File: src/hdl/tcb_pkg.sv
// tcb_pkg: shared constants, types and helpers of the text console buffer
// no dependencies
package tcb_pkg;

  localparam int ROWS   = 32;
  localparam int COLS   = 80;
  localparam int CELLS  = ROWS * COLS;
  localparam int CHAR_W = 8;
  localparam int ROW_W  = (ROWS > 1) ? $clog2(ROWS) : 1;
  localparam int ROW_WX = ROW_W + 1;
  localparam int COL_W  = $clog2(COLS + 1);
  localparam int ADDR_W = (CELLS > 1) ? $clog2(CELLS) : 1;
  localparam int ARG_W  = 8;
  localparam int CMD_W  = 2;
  localparam int S_DATA_W = 3 * ARG_W;
  localparam int M_DATA_W = ((CHAR_W + COL_W + ROW_W + 7) / 8) * 8;

  localparam logic [CHAR_W-1:0] SPACE_CHAR   = 8'h20;
  localparam logic [CHAR_W-1:0] NEWLINE_CHAR = 8'h0A;

  typedef enum logic [CMD_W-1:0] {
    CMD_PUT   = 2'd0,
    CMD_SET   = 2'd1,
    CMD_CLEAR = 2'd2,
    CMD_READ  = 2'd3
  } cmd_t;

  typedef enum logic [1:0] {
    ST_IDLE,
    ST_SWEEP,
    ST_WRITE,
    ST_RESP
  } state_t;

  typedef struct packed {
    logic              we;
    logic [ADDR_W-1:0] waddr;
    logic [CHAR_W-1:0] wdata;
    logic              re;
    logic [ADDR_W-1:0] raddr;
  } mem_req_t;

  // physical cell address of a logical row and column under a top-row offset
  function automatic logic [ADDR_W-1:0] phys_addr(input logic [ROW_W-1:0] row,
                                                  input logic [COL_W-1:0] col,
                                                  input logic [ROW_W-1:0] top);
    logic [ROW_W:0]   sum;
    logic [ROW_W-1:0] prow;
    sum = {1'b0, row} + {1'b0, top};
    if (sum >= ROW_WX'(ROWS)) begin
      sum = sum - ROW_WX'(ROWS);
    end
    prow = sum[ROW_W-1:0];
    return ADDR_W'(prow) * ADDR_W'(COLS) + ADDR_W'(col);
  endfunction

endpackage

File: src/hdl/tcb_ctrl.sv
// tcb_ctrl: command sequencer, cursor and scroll state, blanking sweeps, result register
// depends on tcb_pkg
module tcb_ctrl (
  input  logic                           clk,
  input  logic                           rst,
  input  logic                           s_tvalid,
  output logic                           s_tready,
  input  logic [tcb_pkg::S_DATA_W-1:0]   s_tdata,
  input  logic [tcb_pkg::CMD_W-1:0]      s_tuser,
  output logic                           m_tvalid,
  input  logic                           m_tready,
  output logic [tcb_pkg::M_DATA_W-1:0]   m_tdata,
  output tcb_pkg::mem_req_t              mem_req,
  input  logic [tcb_pkg::CHAR_W-1:0]     rdata
);

  tcb_pkg::state_t state, state_next;

  logic [tcb_pkg::COL_W-1:0]  cur_col;
  logic [tcb_pkg::ROW_W-1:0]  cur_row;
  logic [tcb_pkg::ROW_W-1:0]  top;
  logic [tcb_pkg::ADDR_W-1:0] cnt;
  logic [tcb_pkg::ADDR_W-1:0] last_addr;
  logic                       wr_pend;
  logic                       resp_pend;
  logic                       rd_hit;
  logic [tcb_pkg::ADDR_W-1:0] wr_addr;
  logic [tcb_pkg::CHAR_W-1:0] wr_data;
  logic [tcb_pkg::CHAR_W-1:0] o_cell;
  logic [tcb_pkg::COL_W-1:0]  o_col;
  logic [tcb_pkg::ROW_W-1:0]  o_row;

  tcb_pkg::cmd_t              cmd;
  logic [tcb_pkg::ARG_W-1:0]  ch, ca, ra;
  logic                       accept, out_free, sweep_done;
  logic                       is_nl, col_wrap, need_nl, do_scroll;
  logic                       ca_ok, ra_ok, rd_ok;
  logic [tcb_pkg::ROW_W:0]    row_inc, top_inc;
  logic [tcb_pkg::ROW_W-1:0]  row_new, top_new;
  logic [tcb_pkg::COL_W-1:0]  col_eff, col_new;
  logic [tcb_pkg::ADDR_W-1:0] put_addr, rd_addr, blank_base;

  assign cmd = tcb_pkg::cmd_t'(s_tuser);
  assign ch  = s_tdata[tcb_pkg::ARG_W-1:0];
  assign ca  = s_tdata[2*tcb_pkg::ARG_W-1:tcb_pkg::ARG_W];
  assign ra  = s_tdata[3*tcb_pkg::ARG_W-1:2*tcb_pkg::ARG_W];

  assign accept     = s_tvalid && s_tready;
  assign out_free   = !m_tvalid || m_tready;
  assign sweep_done = (cnt == last_addr);

  // cursor movement for put character
  always_comb begin
    is_nl     = (ch == tcb_pkg::NEWLINE_CHAR);
    col_wrap  = (cur_col >= tcb_pkg::COL_W'(tcb_pkg::COLS));
    need_nl   = is_nl || col_wrap;
    row_inc   = {1'b0, cur_row} + 1'b1;
    do_scroll = need_nl && (row_inc >= tcb_pkg::ROW_WX'(tcb_pkg::ROWS));
    if (!need_nl) begin
      row_new = cur_row;
    end else if (do_scroll) begin
      row_new = tcb_pkg::ROW_W'(tcb_pkg::ROWS - 1);
    end else begin
      row_new = row_inc[tcb_pkg::ROW_W-1:0];
    end
    col_eff = need_nl ? '0 : cur_col;
    col_new = is_nl ? '0 : col_eff + 1'b1;
    top_inc = {1'b0, top} + 1'b1;
    if (!do_scroll) begin
      top_new = top;
    end else if (top_inc >= tcb_pkg::ROW_WX'(tcb_pkg::ROWS)) begin
      top_new = '0;
    end else begin
      top_new = top_inc[tcb_pkg::ROW_W-1:0];
    end
    put_addr   = tcb_pkg::phys_addr(row_new, col_eff, top_new);
    blank_base = tcb_pkg::ADDR_W'(top) * tcb_pkg::ADDR_W'(tcb_pkg::COLS);
    ca_ok      = ({1'b0, ca} < 9'(tcb_pkg::COLS));
    ra_ok      = ({1'b0, ra} < 9'(tcb_pkg::ROWS));
    rd_ok      = ca_ok && ra_ok;
    rd_addr    = tcb_pkg::phys_addr(tcb_pkg::ROW_W'(ra), tcb_pkg::COL_W'(ca), top);
  end

  // next state
  always_comb begin
    state_next = state;
    unique case (state)
      tcb_pkg::ST_IDLE: begin
        if (accept) begin
          unique case (cmd)
            tcb_pkg::CMD_PUT: begin
              if (do_scroll) begin
                state_next = tcb_pkg::ST_SWEEP;
              end else if (is_nl) begin
                state_next = tcb_pkg::ST_RESP;
              end else begin
                state_next = tcb_pkg::ST_WRITE;
              end
            end
            tcb_pkg::CMD_CLEAR: state_next = tcb_pkg::ST_SWEEP;
            default:            state_next = tcb_pkg::ST_RESP;
          endcase
        end
      end
      tcb_pkg::ST_SWEEP: begin
        if (sweep_done) begin
          if (wr_pend) begin
            state_next = tcb_pkg::ST_WRITE;
          end else if (resp_pend) begin
            state_next = tcb_pkg::ST_RESP;
          end else begin
            state_next = tcb_pkg::ST_IDLE;
          end
        end
      end
      tcb_pkg::ST_WRITE: state_next = tcb_pkg::ST_RESP;
      tcb_pkg::ST_RESP: begin
        if (out_free) begin
          state_next = tcb_pkg::ST_IDLE;
        end
      end
      default: state_next = tcb_pkg::ST_IDLE;
    endcase
  end

  // outputs
  always_comb begin
    s_tready      = (state == tcb_pkg::ST_IDLE);
    mem_req.we    = 1'b0;
    mem_req.waddr = cnt;
    mem_req.wdata = tcb_pkg::SPACE_CHAR;
    mem_req.re    = 1'b0;
    mem_req.raddr = rd_addr;
    unique case (state)
      tcb_pkg::ST_IDLE:  mem_req.re = accept && (cmd == tcb_pkg::CMD_READ) && rd_ok;
      tcb_pkg::ST_SWEEP: mem_req.we = 1'b1;
      tcb_pkg::ST_WRITE: begin
        mem_req.we    = 1'b1;
        mem_req.waddr = wr_addr;
        mem_req.wdata = wr_data;
      end
      default: mem_req.we = 1'b0;
    endcase
  end

  always_ff @(posedge clk) begin
    if (rst) begin
      state     <= tcb_pkg::ST_SWEEP;
      cur_col   <= '0;
      cur_row   <= '0;
      top       <= '0;
      cnt       <= '0;
      last_addr <= tcb_pkg::ADDR_W'(tcb_pkg::CELLS - 1);
      wr_pend   <= 1'b0;
      resp_pend <= 1'b0;
      rd_hit    <= 1'b0;
      m_tvalid  <= 1'b0;
    end else begin
      state <= state_next;
      if (state == tcb_pkg::ST_SWEEP) begin
        cnt <= cnt + 1'b1;
      end
      if (state == tcb_pkg::ST_RESP && out_free) begin
        m_tvalid <= 1'b1;
      end else if (m_tready) begin
        m_tvalid <= 1'b0;
      end
      if (accept) begin
        rd_hit    <= 1'b0;
        wr_pend   <= 1'b0;
        resp_pend <= 1'b1;
        unique case (cmd)
          tcb_pkg::CMD_PUT: begin
            cur_col   <= col_new;
            cur_row   <= row_new;
            top       <= top_new;
            wr_pend   <= !is_nl;
            cnt       <= blank_base;
            last_addr <= blank_base + tcb_pkg::ADDR_W'(tcb_pkg::COLS - 1);
          end
          tcb_pkg::CMD_SET: begin
            cur_col <= ca_ok ? tcb_pkg::COL_W'(ca) : '0;
            cur_row <= ra_ok ? tcb_pkg::ROW_W'(ra) : '0;
          end
          tcb_pkg::CMD_CLEAR: begin
            cur_col   <= '0;
            cur_row   <= '0;
            top       <= '0;
            cnt       <= '0;
            last_addr <= tcb_pkg::ADDR_W'(tcb_pkg::CELLS - 1);
          end
          tcb_pkg::CMD_READ: rd_hit <= rd_ok;
          default: rd_hit <= 1'b0;
        endcase
      end
    end
  end

  // payload registers
  always_ff @(posedge clk) begin
    if (accept) begin
      wr_addr <= put_addr;
      wr_data <= ch;
    end
    if (state == tcb_pkg::ST_RESP && out_free) begin
      o_cell <= rd_hit ? rdata : '0;
      o_col  <= cur_col;
      o_row  <= cur_row;
    end
  end

  assign m_tdata = tcb_pkg::M_DATA_W'({o_row, o_col, o_cell});

endmodule

File: config.mk
export PLATFORM = sky130hd
export DESIGN_NAME = tcb_ctrl
export DESIGN_NICKNAME = d
export VERILOG_FILES = /design/src/hdl/tcb_pkg.sv /design/src/hdl/tcb_ctrl.sv
export SDC_FILE = /design/constraint.sdc
export NUM_CORES = 1
export LEC_CHECK = 0
export BUFFER_PORTS_ARGS = -buffer_cell sky130_fd_sc_hd__buf_2
export CORE_ASPECT_RATIO = 1.2
export CORE_MARGIN = 3
export CORE_UTILIZATION = 46
export CTS_CLUSTER_SIZE = 16
export DETAILED_ROUTE_END_ITERATION = 16
export PLACE_DENSITY = 0.68
export SLEW_MARGIN = 25
export SYNTH_ARGS = -nofsm -noshare
export SYNTH_HDL_FRONTEND = slang
export SYNTH_SLANG_ARGS = --single-unit
File: constraint.sdc
create_clock -name clk -period 5.8 [get_ports clk]
set_input_delay 1.16 -clock clk [delete_from_list [all_inputs] [get_ports clk]]
set_output_delay 1.16 -clock clk [all_outputs]
set_load 0.01 [all_outputs]
* After elaboration in Yosys (flattened, before gate mapping)
Index checks and enable logic that the tools add are counted.
** Cells by class
- Add/sub/neg operators :: 11
- Multiply operators :: 3
- $lt $le $gt $ge :: 7
- Equality and inequality tests :: 11
- Mux-type cells :: 33
- Reduce and logical (&&, ||, !) cells :: 19
** Operators with widths (number)
- $pmux W12 S2 :: 2
- $mux W5 :: 7
- $add A12 B7 Y12 :: 2
- $ge A6 B6 Y1 const B :: 4
- $mul A5 B3 Y8 const B :: 3
- $mux W12 :: 2
- $mux W7 :: 3
- $pmux W7 S3 :: 1
- $mux W20 :: 1
- $pmux W5 S3 :: 1
- $add A12 B1 Y12 const B :: 1
- $add A12 B7 Y12 const B :: 1
- $add A5 B1 Y6 const B :: 2
- $add A5 B5 Y6 :: 2
- $eq A12 B12 Y1 :: 1
- $mux W2 :: 6
- $pmux W5 S2 :: 1
- $sub A5 B1 Y5 const B :: 2
- $eq A2 B2 Y1 const B :: 4
- $eq A8 B4 Y1 const B :: 1
- $lt A8 B6 Y1 const B :: 1
- $lt A8 B7 Y1 const B :: 1
- $pmux W2 S4 :: 1
- $add A7 B1 Y7 const B :: 1
- other kinds (15) :: 33
** Word-level totals
- Bits in registers :: 87
- Input bits :: 38
- Output and inout port bits :: 60
- Word-level logic and storage cells :: 99

* Depth between registers and ports, before layout
Gate-level depths: netlist of the first run.
- Depth after elaboration :: 10
- Gate-level depth with buffers :: 21
- Mapped depth without buffers :: 21

* Least setup slack after synthesis of the first run
No wires, ideal clock.
- Path kind :: in2out
- Start point :: in s_tdata[16] (netlist name)
- End point :: out mem_req[10] (netlist name)
- Arrival time :: 4116 ps
- Data required time :: 4640 ps
- Slack :: 524 ps
- Cell stages on the path :: 13
- Path buffers :: 0
- Cell sequence :: ha_1 > fa_1 > a21o_1 > a21oi_1 > xnor2_1 > inv_1 > ha_1 > inv_1 > fa_1 > or2_2 > nand2b_1 > o22a_1 > xnor2_1
** RTL lines
- start, declared :: line tcb_ctrl.sv:8 : input logic [tcb_pkg::S_DATA_W-1:0] s_tdata,
- end, declared :: line tcb_ctrl.sv:13 : output tcb_pkg::mem_req_t mem_req,

==> impl_metrics.yaml, run 1 <==
synth:
  synth_edf_count: 40
  synth-warning-count: 0
  synthArstFlopShare: 0
  synthCells: 526
  seq_area_frac_synth: 0.399
  syn_area_per_cell_um2: 9.84
  synth_area_um2: 5170
  synth_top_flop_cell: "dfxtp_1"
  synthDistinctLibCells: 57
  ys_ff_latch: 83
pwr:
  p_leak_nw: 2.68
  power.density_nw_per_um2: 254
  ir_drop_mv: 0.141
  finalPower_w: 0.00154
floorplan:
  die_w_um: 103
  start_util: 0.483
  rows: 41
  fp.coreArea_um2: 10700
  dieArea_um2: 12600
  ios: 98
  die_h_um: 122
cts:
  clock_sinks: 83
  clk_path_buf_depth: 2
  clk_pin_slew_ns: 0.06
  tritoncts: "built"
  clockRootBuffer: "clkbuf_16"
  ctsHtreeMaxLevel: 3
  cts_buffers: 9
  post_cts_buffers: 0
  insertion_delay_ns: 0.34
place:
  portBuffers: 93
  placed_cell_area_um2: 5720
  gp_congestion: 0.944
  dp.final_hpwl_mm: 9.40
  dp_cells: 731
global_route:
  grt_max_degree: 27
  first_global_vias: 4095
  grtUsageMet2: 0.343
  grt_usage: 0.200
  overflow: 0
  top_usage_layer: "met2"
  antenna_found_initial: 0
  grt_pass1_wl_mm: 19.4
  grtUsageMet1: 0.230
  gr-usage-met3: 0.0424
worst_hold_path:
  whs_path_depth: 0
  hold_path_end: "o_col[0]$_DFFE_PP_"
  hold_path.startpoint: "cur_col[0]$_SDFFE_PP0P_"
  hold_class: "reg2reg"
worst_setup_path:
  r2r_end: "wr_addr[11]$_DFFE_PP_"
  critical_path_arrival_ns: 4.38
  cp-startpoint: "s_tdata[16]"
  critical_path_required_ns: 4.64
  critical_path.endpoint_type: "output port"
  r2r_cells: 21
  crit_path_start_kind: "primary input"
  r2r-start: "cur_col[4]$_SDFFE_PP0P_"
  critical-path-max-stage-delay_ns: 0.51
  cp_cell_sequence: "buf_2, ha_1, fa_1, a21o_1, a21oi_2, xnor2_2, inv_1, ha_1, inv_1, fa_1, or2_2, o21ai_0, nand2b_1, o22a_1, xnor2_1, buf_2"
  worst-r2r-setup-slack_ns: 1.17
  critPathKind: "in2out"
  crit_path_top_delay_cell: "fa_1"
  cp_max_fo: 6
timing:
  finalCriticalPeriod_ns: 5.54
  finalSetupViolCount: 0
  clock.fmax_ghz: 0.180
  rsz0062_at_grt: "no"
  fin_worst_skew_ns: 0.0127
  min_period_over_period: 0.955
  maxSlewViolCount: 0
  relSlewSlack: 0.406
  tightest_slew_ns: 0.887
  hold_viol_final: 0
  fin_tns_setup_ns: 0
layout:
  nets: 703
  final_cell_area_um2: 6040
  n_fill_cell: 948
  final_cell_mix: "93 x buf_2, 45 x ha_1, 44 x nor2_1"
  area_delta_synth_final_pct: 16.7
  layout-drive-gt1-share: 0.225
  multiInputGateArea_um2: 2910
  seqCellArea_um2: 2060
  n_antenna_cell: 0
  utilization: 0.563
  final_common_cell: "buf_2"
  stdcell_count: 747
route:
  routed_via_density: 5.49
  dr.pass1.iters: 5
  vias: 4102
  drt-wirelength-per-cell_um: 16.0
  drt_iter0_drc: 199
  antenna_left: 0
  route.detailed.drc: 0
  drt-total-wl_mm: 12.0
run:
  maxCapViolations: 0
run_status:
  outcome: "complete, no violations"
## through the flow
stage	hold WS, ns	setup WS, ns
2_1_floorplan	0.403	0.524
3_3_place_gp	0.461	0.245
3_5_place_dp	0.464	0.186
4_1_cts	0.481	0.187
5_1_grt	0.511	0.0260
6_report	0.485	0.259
## layer usage
layer | part of all wire | up-vias
met5 | 0 | -
met4 | 0.036 | 0
met3 | 0.057 | 31
met2 | 0.50 | 113
met1 | 0.41 | 1922
li1 | - | 2036
## flip-flops by register name, summed over array words and instances, names as in the netlist, named ones only
signal     flops
cnt           12
cur_col        7
cur_row        4
last_addr      8
m_tvalid       1
o_cell         8
o_col          7
o_row          5
rd_hit         1
resp_pend      1
state          2
top            5
wr_addr       12
wr_data        8
wr_pend        1
## worst max path at each step
stage / slack, ns / to / cells past startpoint
6_report: 0.26 / mem_req[10] / 16
4_1_cts: 0.19 / mem_req[10] / 16
2_1_floorplan: 0.52 / mem_req[10] / 13
5_1_grt: 0.03 / mem_req[10] / 16
3_5_place_dp: 0.19 / mem_req[10] / 16
3_3_place_gp: 0.25 / mem_req[10] / 15
## cell usage after synthesis, types with 8 or more instances
| cell | count | area, µm² |
|---|---|---|
| a211oi_1 | 8 | 60.1 |
| a21o_1 | 10 | 75.1 |
| a21oi_1 | 29 | 145 |
| and2_1 | 22 | 138 |
| and3_1 | 8 | 50.1 |
| buf_4 | 8 | 60.1 |
| clkbuf_1 | 12 | 45.0 |
| dfxtp_1 | 43 | 861 |
| edfxtp_1 | 40 | 1200 |
| ha_1 | 45 | 563 |
| inv_1 | 28 | 105 |
| mux2_2 | 12 | 135 |
| nand2_1 | 36 | 135 |
| nor2_1 | 44 | 165 |
| nor2b_1 | 8 | 50.1 |
| nor3_1 | 10 | 50.1 |
| o21ai_0 | 23 | 115 |
| xnor2_1 | 28 | 245 |
| xor2_1 | 20 | 175 |
## critical path, delay by kind of cell
kind	cells	cell delay, ns
compound gates	4	0.65
buf+inv	4	0.43
fa+ha+maj	4	1.46
xor+xnor	2	0.29
simple gates	2	0.39
## cells by family after synthesis
kind of cell,share of synthesized area
xor+xnor,0.0813
mux,0.0319
simple gates,0.173
other cells,0.000725
compound gates,0.135
flops,0.399
buf+inv,0.0440
fa+ha+maj,0.136
## cell type report
class	instances	share of cell area
repair buffers	97	0.0821
inverters	28	0.0174
well taps	129	0.0267
flip-flops and latches	83	0.342
multi-input cells	394	0.483
clock buffers	12	0.0408
clock inverters	4	0.00850
## report_power, final
part	internal [W]	switching, W
clock network	0.000345	0.000219
logic	0.000120	0.000162
registers	0.000658	0.0000304
total	0.00112	0.000412
## what timing repair did
action,4_1_cts,5_1_grt
hold endpoints to repair,0,0
hold buffers,0,0
endpoints found under the setup margin,0,1
gates resized for setup,0,2
Note: power is estimated with default switching activity, not from simulation.
==> run 2, diff against run 1 <==
--- a/config.mk
+++ b/config.mk
@@ -5,6 +5,7 @@
 export SDC_FILE = /design/constraint.sdc
 export NUM_CORES = 1
 export LEC_CHECK = 0
+export ABC_AREA = 1
 export BUFFER_PORTS_ARGS = -buffer_cell sky130_fd_sc_hd__buf_2
 export CORE_ASPECT_RATIO = 1.2
 export CORE_MARGIN = 3
@@ -12,7 +13,7 @@
 export CTS_CLUSTER_SIZE = 16
 export DETAILED_ROUTE_END_ITERATION = 16
 export PLACE_DENSITY = 0.68
-export SLEW_MARGIN = 25
+export SLEW_MARGIN = 20
 export SYNTH_ARGS = -nofsm -noshare
 export SYNTH_HDL_FRONTEND = slang
 export SYNTH_SLANG_ARGS = --single-unit
==> impl_metrics.yaml, run 2 <==
run_status:
  outcome: "complete, no violations"
synth:
  ys_ff_latch: 83
  synth_commonest_cells: "134 x nand2_1, 113 x inv_1, 45 x ha_1, 43 x dfxtp_1, 42 x o21ai_0"
  synth_compound_area_frac: 0.111
  synth_edf_count: 40
  synthDistinctLibCells: 46
  yosysTopAreaCell: "edfxtp_1"
  syn_area_per_cell_um2: 8.13
  synthCells: 653
  synth_top_family_by_area: "simple AND/OR/NAND/NOR gates"
  synth_top_flop_cell: "dfxtp_1"
  yosysTopAreaCellShare: 0.226
  synthAdderAreaFrac: 0.132
  seq_area_frac_synth: 0.388
  synthXorXnorAreaFrac: 0.0528
  synth_area_leaders: "edfxtp_1 23%, dfxtp_1 16%, ha_1 11%"
  synth_area_um2: 5310
  yosys-mux-area-fraction: 0.00212
  synthArstFlopShare: 0
  synth.most_common_cell: "nand2_1"
  synth-warning-count: 0
  synth-simple-area-share: 0.211
timing:
  clock.fmax_ghz: 0.193
  rsz0062_at_grt: "no"
  relSlewSlack: 0.339
  maxSlewViolCount: 0
  fin_worst_skew_ns: 0.00867
  tightest_slew_ns: 0.988
  fin_tns_setup_ns: 0
  hold_viol_final: 0
  finalCriticalPeriod_ns: 5.18
  hold_ws_ns: 0.459
  finalSetupViolCount: 0
  min_period_over_period: 0.893
global_route:
  grt_usage: 0.202
  first_global_vias: 4369
  overflow: 0
  grt_pass1_wl_mm: 20.7
  grt_max_degree: 32
  antenna_found_initial: 0
pwr:
  seqPwrFrac: 0.427
  p_leak_nw: 3.00
  ir_drop_mv: 0.150
  clkPwrFrac: 0.307
  power.density_nw_per_um2: 286
  intPower_w: 0.00118
  power_frac_comb: 0.266
  finalPower_w: 0.00177
  p_sw_frac: 0.336
  p_switching_w: 0.000594
worst_setup_path:
  critical_path_arrival_ns: 4.02
  crit_path_top_delay_cell: "fa_1"
  r2r_end: "wr_addr[9]$_DFFE_PP_"
  r2r-start: "cur_row[2]$_SDFFE_PP0P_"
  cp_max_fo: 3
  critical_path.endpoint_type: "output port"
  worst-r2r-setup-slack_ns: 1.47
  critPathKind: "in2out"
  cp_top_family: "adder cells"
  path_common_cell: "nand2_1"
  r2r_cells: 22
  path_buf_inv: 4
  critical-path-max-stage-delay_ns: 0.45
  crit_path_start_kind: "primary input"
  cp_cell_sequence: "buf_2, ha_1, fa_1, nand2_1, nand2_1, a21oi_1, nand2_1, nand2_1, inv_1, ha_1, inv_1, fa_1, xnor2_1, nand3_1, xnor2_1, buf_2"
  critical_path_required_ns: 4.64
place:
  dp.final_hpwl_mm: 10.0
  portBuffers: 93
  gp_congestion: 0.899
layout:
  largest_registers: "cnt x12, wr_addr x12"
  n_antenna_cell: 0
  area_delta_synth_final_pct: 16.3
  multiInputGateArea_um2: 2720
  n_fill_cell: 1066
  nets: 834
  seqCellArea_um2: 2060
  utilization: 0.554
  final_common_cell: "nand2_1"
  layout-drive-gt1-share: 0.191
  final_cell_mix: "134 x nand2_1, 113 x inv_1, 93 x buf_2"
route:
  dr.pass1.iters: 4
  routed_via_density: 5.02
  vias: 4537
  drt-wirelength-per-cell_um: 13.9
  route.detailed.drc: 0
  antenna_left: 0
  drt-total-wl_mm: 12.6
  drt_iter0_drc: 141
floorplan:
  rows: 42
  start_util: 0.477
  dieArea_um2: 12900
  ios: 98
  fp.coreArea_um2: 11100
  die_w_um: 104
  die_h_um: 124
cts:
  cts_buffers: 9
  post_cts_buffers: 0
  clk_path_buf_depth: 2
  cts-resized-gates: 0
  clockRootBuffer: "clkbuf_16"
  hold_buffers: 0
  ctsHtreeMaxLevel: 3
  clock_sinks: 83
  tritoncts: "built"
  clk_pin_slew_ns: 0.06
  insertion_delay_ns: 0.34
worst_hold_path:
  whs_path_depth: 0
  hold_class: "reg2reg"
  hold_path.startpoint: "cur_col[2]$_SDFFE_PP0P_"
  hold_path_end: "o_col[2]$_DFFE_PP_"
run:
  maxCapViolations: 0
==> run 2: cell types whose count changed in the layout (fill, tap and decap cells not counted), sizes merged, moves of 10 or more <==
| cell | previous run | this run |
|---|---|---|
| nand3 | 7 | 35 |
| inv | 28 | 118 |
| o21ai | 24 | 45 |
| and2 | 22 | 0 |
| a21o | 10 | 0 |
| xnor2 | 28 | 7 |
| nand2 | 36 | 144 |
| mux2 | 12 | 1 |
==> run 2: power groups by stage <==
stage / registers [W] / logic (W) / clock network, W
after detailed placement: 0.000767 / 0.000470 / 0
after CTS: 0.000756 / 0.000474 / 0.000556
after global routing: 0.000764 / 0.000538 / 0.000579
final: 0.000756 / 0.000471 / 0.000543
after global placement: 0.000765 / 0.000459 / 0
after floorplan: 0.000771 / 0.000304 / 0
==> run 2: worst max-delay path by stage <==
stage                      endpoint  slack [ns]  depth (start not counted)   startpoint
6_report                mem_req[10]        0.62                         16  s_tdata[16]
2_1_floorplan           mem_req[10]        1.03                         14  s_tdata[16]
4_1_cts                 mem_req[11]        0.59                         16  s_tdata[16]
5_1_grt                 mem_req[10]        0.39                         16  s_tdata[16]
3_3_place_gp   wr_addr[9]$_DFFE_PP_        0.69                         24   s_tdata[4]
3_5_place_dp   wr_addr[9]$_DFFE_PP_        0.47                         24   s_tdata[4]
==> run 2: kinds of logic after synthesis <==
| logic type | count (synthesis) |
|---|---|
| buffers and inverters | 134 |
| AOI/OAI and AO/OA | 105 |
| and+or+nand+nor | 245 |
| xor gates and xnor gates | 32 |
| other | 1 |
| adders and majority gates | 52 |
| muxes | 1 |
| DFF | 83 |
==> run 2: per-stage QoR <==
stage	instances	cell area (µm²)	setup slack, ns
2_1_floorplan	656	5320	1.03
3_3_place_gp	887	5890	0.692
3_5_place_dp	887	5890	0.466
4_1_cts	903	6180	0.588
5_1_grt	903	6180	0.391
6_report	903	6180	0.623
==> run 2: metal layers <==
layer  up-vias  global-route usage  part of all wire
li1       2328                   -                 -
met1      2092               0.245              0.43
met2       105               0.356              0.51
met3        12              0.0353             0.049
met4         0              0.0881             0.015
met5         -                   0                 0
==> run 2: final cells by class <==
type / count / share of cell area
Clock buffer: 9 / 0.0365
Clock inverter: 7 / 0.00972
Inverter: 117 / 0.0713
Multi-Input combinational cell: 439 / 0.441
Sequential cell: 83 / 0.334
Tap cell: 154 / 0.0312
Timing Repair Buffer: 94 / 0.0766
